--- src/tcw_pkg.sv ---
// Shared types and constants for the text console writer.
`timescale 1ns / 1ps
`default_nettype none

package tcw_pkg;

  typedef enum logic [1:0] {
    OP_WRITE = 2'd0,
    OP_MOVE  = 2'd1,
    OP_CLEAR = 2'd2,
    OP_READ  = 2'd3
  } opcode_t;

  localparam logic [7:0]  NEWLINE_CODE = 8'h0A;
  localparam logic [7:0]  SPACE_CODE   = 8'h20;
  localparam logic [3:0]  FG_RESET     = 4'hF;
  localparam logic [3:0]  BG_RESET     = 4'h1;
  localparam logic [15:0] RESET_BLANK  = {BG_RESET, FG_RESET, SPACE_CODE};

  // register select, taken from paddr[2]
  localparam logic REG_FG = 1'b0;
  localparam logic REG_BG = 1'b1;

  typedef struct packed {
    logic latch;       // take a new command
    logic exec;        // immediate effect of the held command
    logic fill;        // sweep: write blank at sweep counter
    logic init_blank;  // sweep uses the reset blank
    logic scroll;      // sweep: move rows up one
    logic emit;        // load result registers
  } tcw_cmd_t;

  typedef struct packed {
    opcode_t op;
    logic    need_scroll;
    logic    fill_last;
    logic    scroll_last;
  } tcw_stat_t;

endpackage

`default_nettype wire

--- src/tcw_ctrl.sv ---
// Controller state machine for the text console writer.
`timescale 1ns / 1ps
`default_nettype none

module tcw_ctrl (
  input  wire logic             clk,
  input  wire logic             rst_n,
  input  wire logic             start,
  output logic                  busy,
  input  wire tcw_pkg::tcw_stat_t stat,
  output tcw_pkg::tcw_cmd_t     cmd
);
  import tcw_pkg::*;

  localparam logic [2:0] ST_INIT   = 3'd0;
  localparam logic [2:0] ST_IDLE   = 3'd1;
  localparam logic [2:0] ST_EXEC   = 3'd2;
  localparam logic [2:0] ST_FILL   = 3'd3;
  localparam logic [2:0] ST_SCROLL = 3'd4;
  localparam logic [2:0] ST_DONE   = 3'd5;

  logic [2:0] state_r, state_nxt;
  logic       take;

  assign busy = !(state_r == ST_IDLE || state_r == ST_DONE);
  assign take = start && !busy;

  always_comb begin
    cmd            = '0;
    cmd.latch      = take;
    cmd.exec       = (state_r == ST_EXEC);
    cmd.fill       = (state_r == ST_INIT) || (state_r == ST_FILL);
    cmd.init_blank = (state_r == ST_INIT);
    cmd.scroll     = (state_r == ST_SCROLL);
    cmd.emit       = (state_r == ST_DONE);
  end

  always_comb begin
    state_nxt = state_r;
    unique case (state_r)
      ST_INIT:   if (stat.fill_last) state_nxt = ST_IDLE;
      ST_IDLE:   if (take) state_nxt = ST_EXEC;
      ST_EXEC: begin
        unique case (stat.op)
          OP_WRITE: state_nxt = stat.need_scroll ? ST_SCROLL : ST_DONE;
          OP_CLEAR: state_nxt = ST_FILL;
          OP_MOVE:  state_nxt = ST_DONE;
          OP_READ:  state_nxt = ST_DONE;
          default:  state_nxt = ST_DONE;
        endcase
      end
      ST_FILL:   if (stat.fill_last) state_nxt = ST_DONE;
      ST_SCROLL: if (stat.scroll_last) state_nxt = ST_DONE;
      ST_DONE:   state_nxt = take ? ST_EXEC : ST_IDLE;
      default:   state_nxt = ST_INIT;
    endcase
  end

  always_ff @(posedge clk) begin
    if (!rst_n) begin
      state_r <= ST_INIT;
    end else begin
      state_r <= state_nxt;
    end
  end

  // a result only follows real work
  a_done_after_work: assert property (@(posedge clk) disable iff (!rst_n)
    state_r == ST_DONE |-> ($past(state_r) == ST_EXEC || $past(state_r) == ST_FILL ||
                            $past(state_r) == ST_SCROLL))
    else $error("done state entered without work");

endmodule

`default_nettype wire

--- config.mk ---
export PLATFORM = sky130hd
export DESIGN_NAME = tcw_ctrl
export DESIGN_NICKNAME = d
export VERILOG_FILES = /design/src/tcw_pkg.sv /design/src/tcw_ctrl.sv
export SDC_FILE = /design/constraint.sdc
export NUM_CORES = 1
export LEC_CHECK = 0
export BUFFER_PORTS_ARGS = -buffer_cell sky130_fd_sc_hd__buf_2
export CELL_PAD_IN_SITES_DETAIL_PLACEMENT = 0
export CELL_PAD_IN_SITES_GLOBAL_PLACEMENT = 1
export CORE_AREA = 2 2 39 41
export CTS_CLUSTER_DIAMETER = 80
export CTS_CLUSTER_SIZE = 14
export DETAILED_ROUTE_END_ITERATION = 16
export DIE_AREA = 0 0 41 43
export MAX_ROUTING_LAYER = met4
export PLACE_DENSITY_LB_ADDON = 0.1
export SETUP_SLACK_MARGIN = 0.4
export SYNTH_ARGS = -nofsm -noshare
export SYNTH_HDL_FRONTEND = slang
export SYNTH_SLANG_ARGS = --single-unit
--- constraint.sdc ---
create_clock -name clk -period 1.3 [get_ports clk]
set_input_delay 0.13 -clock clk [delete_from_list [all_inputs] [get_ports clk]]
set_output_delay 0.13 -clock clk [all_outputs]
set_load 0.1 [all_outputs]
# Word level (Yosys, flattened, before mapping)
# Cells that the tools add are included.
# W data, S select, Z words.
dict set report word_totals {
  ff_bits 3
  latchBits 0
  mem_bits_rw 0
  romBits 0
  output_inout_bits 7
  n_memories 0
}
dict set report classes {
  addsub 0
  multipliers 0
  div 0
  n_lt_le_gt_ge 0
  eq_ne 12
  shift 0
  n_mux 8
  n_bitwise 0
  reduce_logical 8
}
# op count
set op_table {}
lappend op_table {{$pmux W3 S6} 1}
lappend op_table {{$mux W3} 4}
lappend op_table {{$pmux W3 S3} 1}
lappend op_table {{$ne A2 B2 Y1 const B} 4}
lappend op_table {{$eq A3 B2 Y1 const B} 2}
lappend op_table {{$eq A3 B3 Y1 const B} 2}
lappend op_table {{$eq A2 B2 Y1 const B} 2}
lappend op_table {{$reduce_and A4 Y1} 1}
lappend op_table {{$eq A3 B1 Y1 const B} 1}
lappend op_table {{$logic_not A3 Y1} 1}
lappend op_table {{$eq A2 B1 Y1 const B} 1}
lappend op_table {{$logic_not A2 Y1} 1}
lappend op_table {{$logic_or A1 B1 Y1} 2}
lappend op_table {{$mux W2} 1}
lappend op_table {{$reduce_or A2 Y1} 1}
lappend op_table {{$logic_and A1 B1 Y1} 1}
lappend op_table {{$logic_not A1 Y1} 1}
lappend op_table {{$mux W1} 1}

# Depth between registers and ports, before layout
dict set report depth {
  word_depth 5
  ltp_mapped 5
}

# Worst setup path before layout
# No wires, ideal clock.
dict set report synth_timing {
  path_type {reg-to-output}
  startpoint {register state_r[0]}
  endpoint {output port cmd[2] (netlist bit)}
  arrival_ps 2535
  required_ps 1170
  slack_ps -1365
  path_stages_with_launch 3
  n_path_buf 1
  cell_sequence {dfxtp_1 buf_4 nor3_1}
}
# element line_no
set synth_lines {}
lappend synth_lines {{start: declaration} tcw_ctrl.sv:22} ;# logic [2:0] state_r, state_nxt;
lappend synth_lines {{start signal: assignment} tcw_ctrl.sv:63} ;# state_r <= state_nxt;
lappend synth_lines {{end: declaration} tcw_ctrl.sv:11} ;# output tcw_pkg::tcw_cmd_t cmd

==> run metrics <==
status=complete, but fails checks; Max IR drop VDD=0.994 mV; Worst Tran Pin Value=262 ps; Final Cycle Share=100%; Hold/Removal Path Class=in -> reg; violated checks=setup timing; Crit. End Element=primary output; Regs by FF count=state_r: 3 flops; max cap viols=0; Initial Util=22.3%; first-pass GRT wire length=1730 µm; IO Count=15; # diodes=0; design area=738 µm²; drt total wl=993 µm; CTS Sinks=3; Avg Cell Area, Syn=8.13 µm²; Reg clk slew, reported paths=40 ps; Placed Area=539 µm²; RSZ-0062 raised after global routing=yes; critical path arrival=1170 ps; grt total ovfl=0; synthesized flop and latch total=3; Critical Path RT=1170 ps; hold buffer count at CTS=0; Max stage delay on crit path=370 ps; total via count in the routed design=392; drt first pass iters=4; Internal=928 µW; Comb power frac=81.7%; Worst path slowest cell=dfxtp_4; area of the core=1380 µm²; Final Hold Viols=0; placed cells=69; Slew Viols, Final=0; GP Congestion=0.858; CP Launch Type=register; final setup margin=-2.52 ps; Most flops, register=state_r; Syn Inst Count=38; fin cells=82; CTS root buf=clkbuf_4; layout cell share with drive strength beyond 1=74.2%; clk_skew=2.95 ps; Post-Syn Area=309 µm²; Yosys warnings=0; Max FO, Critical Path=6; Final Setup Violations=1; syn nets=46; power share of the sequential group=9.6%; HPWL Detailed=671 µm; critical path class=reg -> out; PwrDens=2640 nW/µm²; Buf/Inv on CP=2; Starting DRT DRC Count=5; post-route minimum period=1300 ps; DRC violations left=0; worst skew pair latency=240 ps; slew margin rel.=82.5%; Fmax achieved=0.768 GHz; port buffer count=14; largest net degree at the start of global routing=7; Switching Share=52.4%; Area Overhead vs Synth=139%; Max Root-Sink Buffers=2; vias in the first global route=418; Num CTS Buffers=3; Leak=0.308 nW; CTS H-tree depth=1; GRT Overall Usage=15.1%; cell family with most CP delay=flip-flops; synth unique cells=29; antenna violations before repair=0; Clock power frac=8.7%; Rows=14; Final #Nets=75; sequential-to-total area share from yosys stat=19.4%; max FFs per register=3; CTS tree=built; routed vias/inst=4.78; switching power=1.02 mW; Cell Chain, Critical Path=buf_6, nor3b_4, buf_12; Die Area=1760 µm²; die height=43 µm; Routed Antenna Nets=0; Die X=41 µm; WL/cell=12.1 µm
==> stage by stage <==
stage | power [mW] | TNS [ps] | util (%) | worst slack [ps] | hold slack [ps]
global route | 2.04 | -108 | 53.3 | -50.3 | 150
floorplan | 1.14 | -720 | - | -271 | 248
finish | 1.95 | -2.52 | 53.3 | -2.52 | 149
detailed placement | 1.53 | 0 | 39.0 | 42.2 | 401
global placement | 1.53 | 0 | 39.0 | 27.7 | 396
CTS | 1.93 | -25.8 | 51.7 | -19.3 | 144
==> cells in the mapped netlist (all sizes together) <==
master	instances	area share, %
buf	4	10
o21ai	4	6.5
dfxtp	3	19
nor2	3	3.6
and3	2	4.5
nand2	2	2.4
nor3	2	3.2
nor3b	2	6.5
a21oi	1	1.6
a32o	1	3.2
and2b	1	2.4
inv	1	1.2
mux2	1	4.9
mux2i	1	3.2
nand2b	1	2.0
nand3	1	1.6
nand4b	1	2.8
nor2b	1	2.0
nor4b	1	2.8
o21a	1	2.4
o311ai	1	5.3
or2b	1	2.4
or3b	1	2.8
xor2	1	2.8
==> cells in the final DEF, fill, tap and decap left out, drive strengths merged <==
cell / n
buf: 28
and3: 2
nand2b: 1
a21oi: 1
xor2: 1
and2b: 1
inv: 1
nor2b: 1
mux2i: 1
nor3: 2
nand3: 1
nand2: 2
o311ai: 1
nor3b: 2
mux2: 1
o21ai: 4
nand4b: 1
nor2: 3
or2b: 1
clkbuf: 4
dfxtp: 3
nor4b: 1
o21a: 1
a32o: 1
or3b: 1
==> repair_timing <==
item                                   CTS  global route
endpoints found under the hold margin    0             0
setup buffers                            8             1
pin swaps                                8             2
resized for setup                       22             4
setup endpoints to repair               10            10
==> path summary, 6_finish.rpt <==
check        startpoint         end  slack, ps  depth (start not counted)
max          state_r[1]      cmd[1]         -3                          3
min reg2reg  state_r[0]  state_r[0]        680                          3
min               rst_n  state_r[2]        150                          2
max reg2reg  state_r[0]  state_r[0]        110                          4
==> routing by layer <==
| metal | track usage [%] | share of wire [%] |
|---|---|---|
| met3 | 3.14 | 7.0 |
| met2 | 25.0 | 52 |
| met1 | 15.8 | 38 |
| met4 | 8.00 | 2.1 |
| met5 | - | 0 |
==> layout make-up <==
type	instances	area, µm²
Fill cell	132	646
Timing Repair Buffer	28	314
Multi-Input combinational cell	30	303
Sequential cell	3	71.3
Clock buffer	4	26.3
Tap cell	16	20.0
Inverter	1	3.75
==> kinds of logic (layout without fill, tap and decap cells) <==
logic type | after synthesis | in the layout | share of synthesized area, %
multiplexers | 2 | 2 | 8.10
flip-flops | 3 | 3 | 19.4
XOR/XNOR | 1 | 1 | 2.83
AO/OA/AOI/OAI | 8 | 8 | 19.0
AND/OR/NAND/NOR | 19 | 19 | 39.3
buffers and inverters | 5 | 33 | 11.3
==> power by group through the flow <==
stage / clock network, mW / logic, mW / registers [mW]
global placement: 0 / 1.33 / 0.192
CTS: 0.177 / 1.57 / 0.182
floorplan: 0 / 0.986 / 0.149
global route: 0.190 / 1.66 / 0.192
detailed placement: 0 / 1.34 / 0.191
finish: 0.170 / 1.59 / 0.188
(Power assumes the default switching activity.)
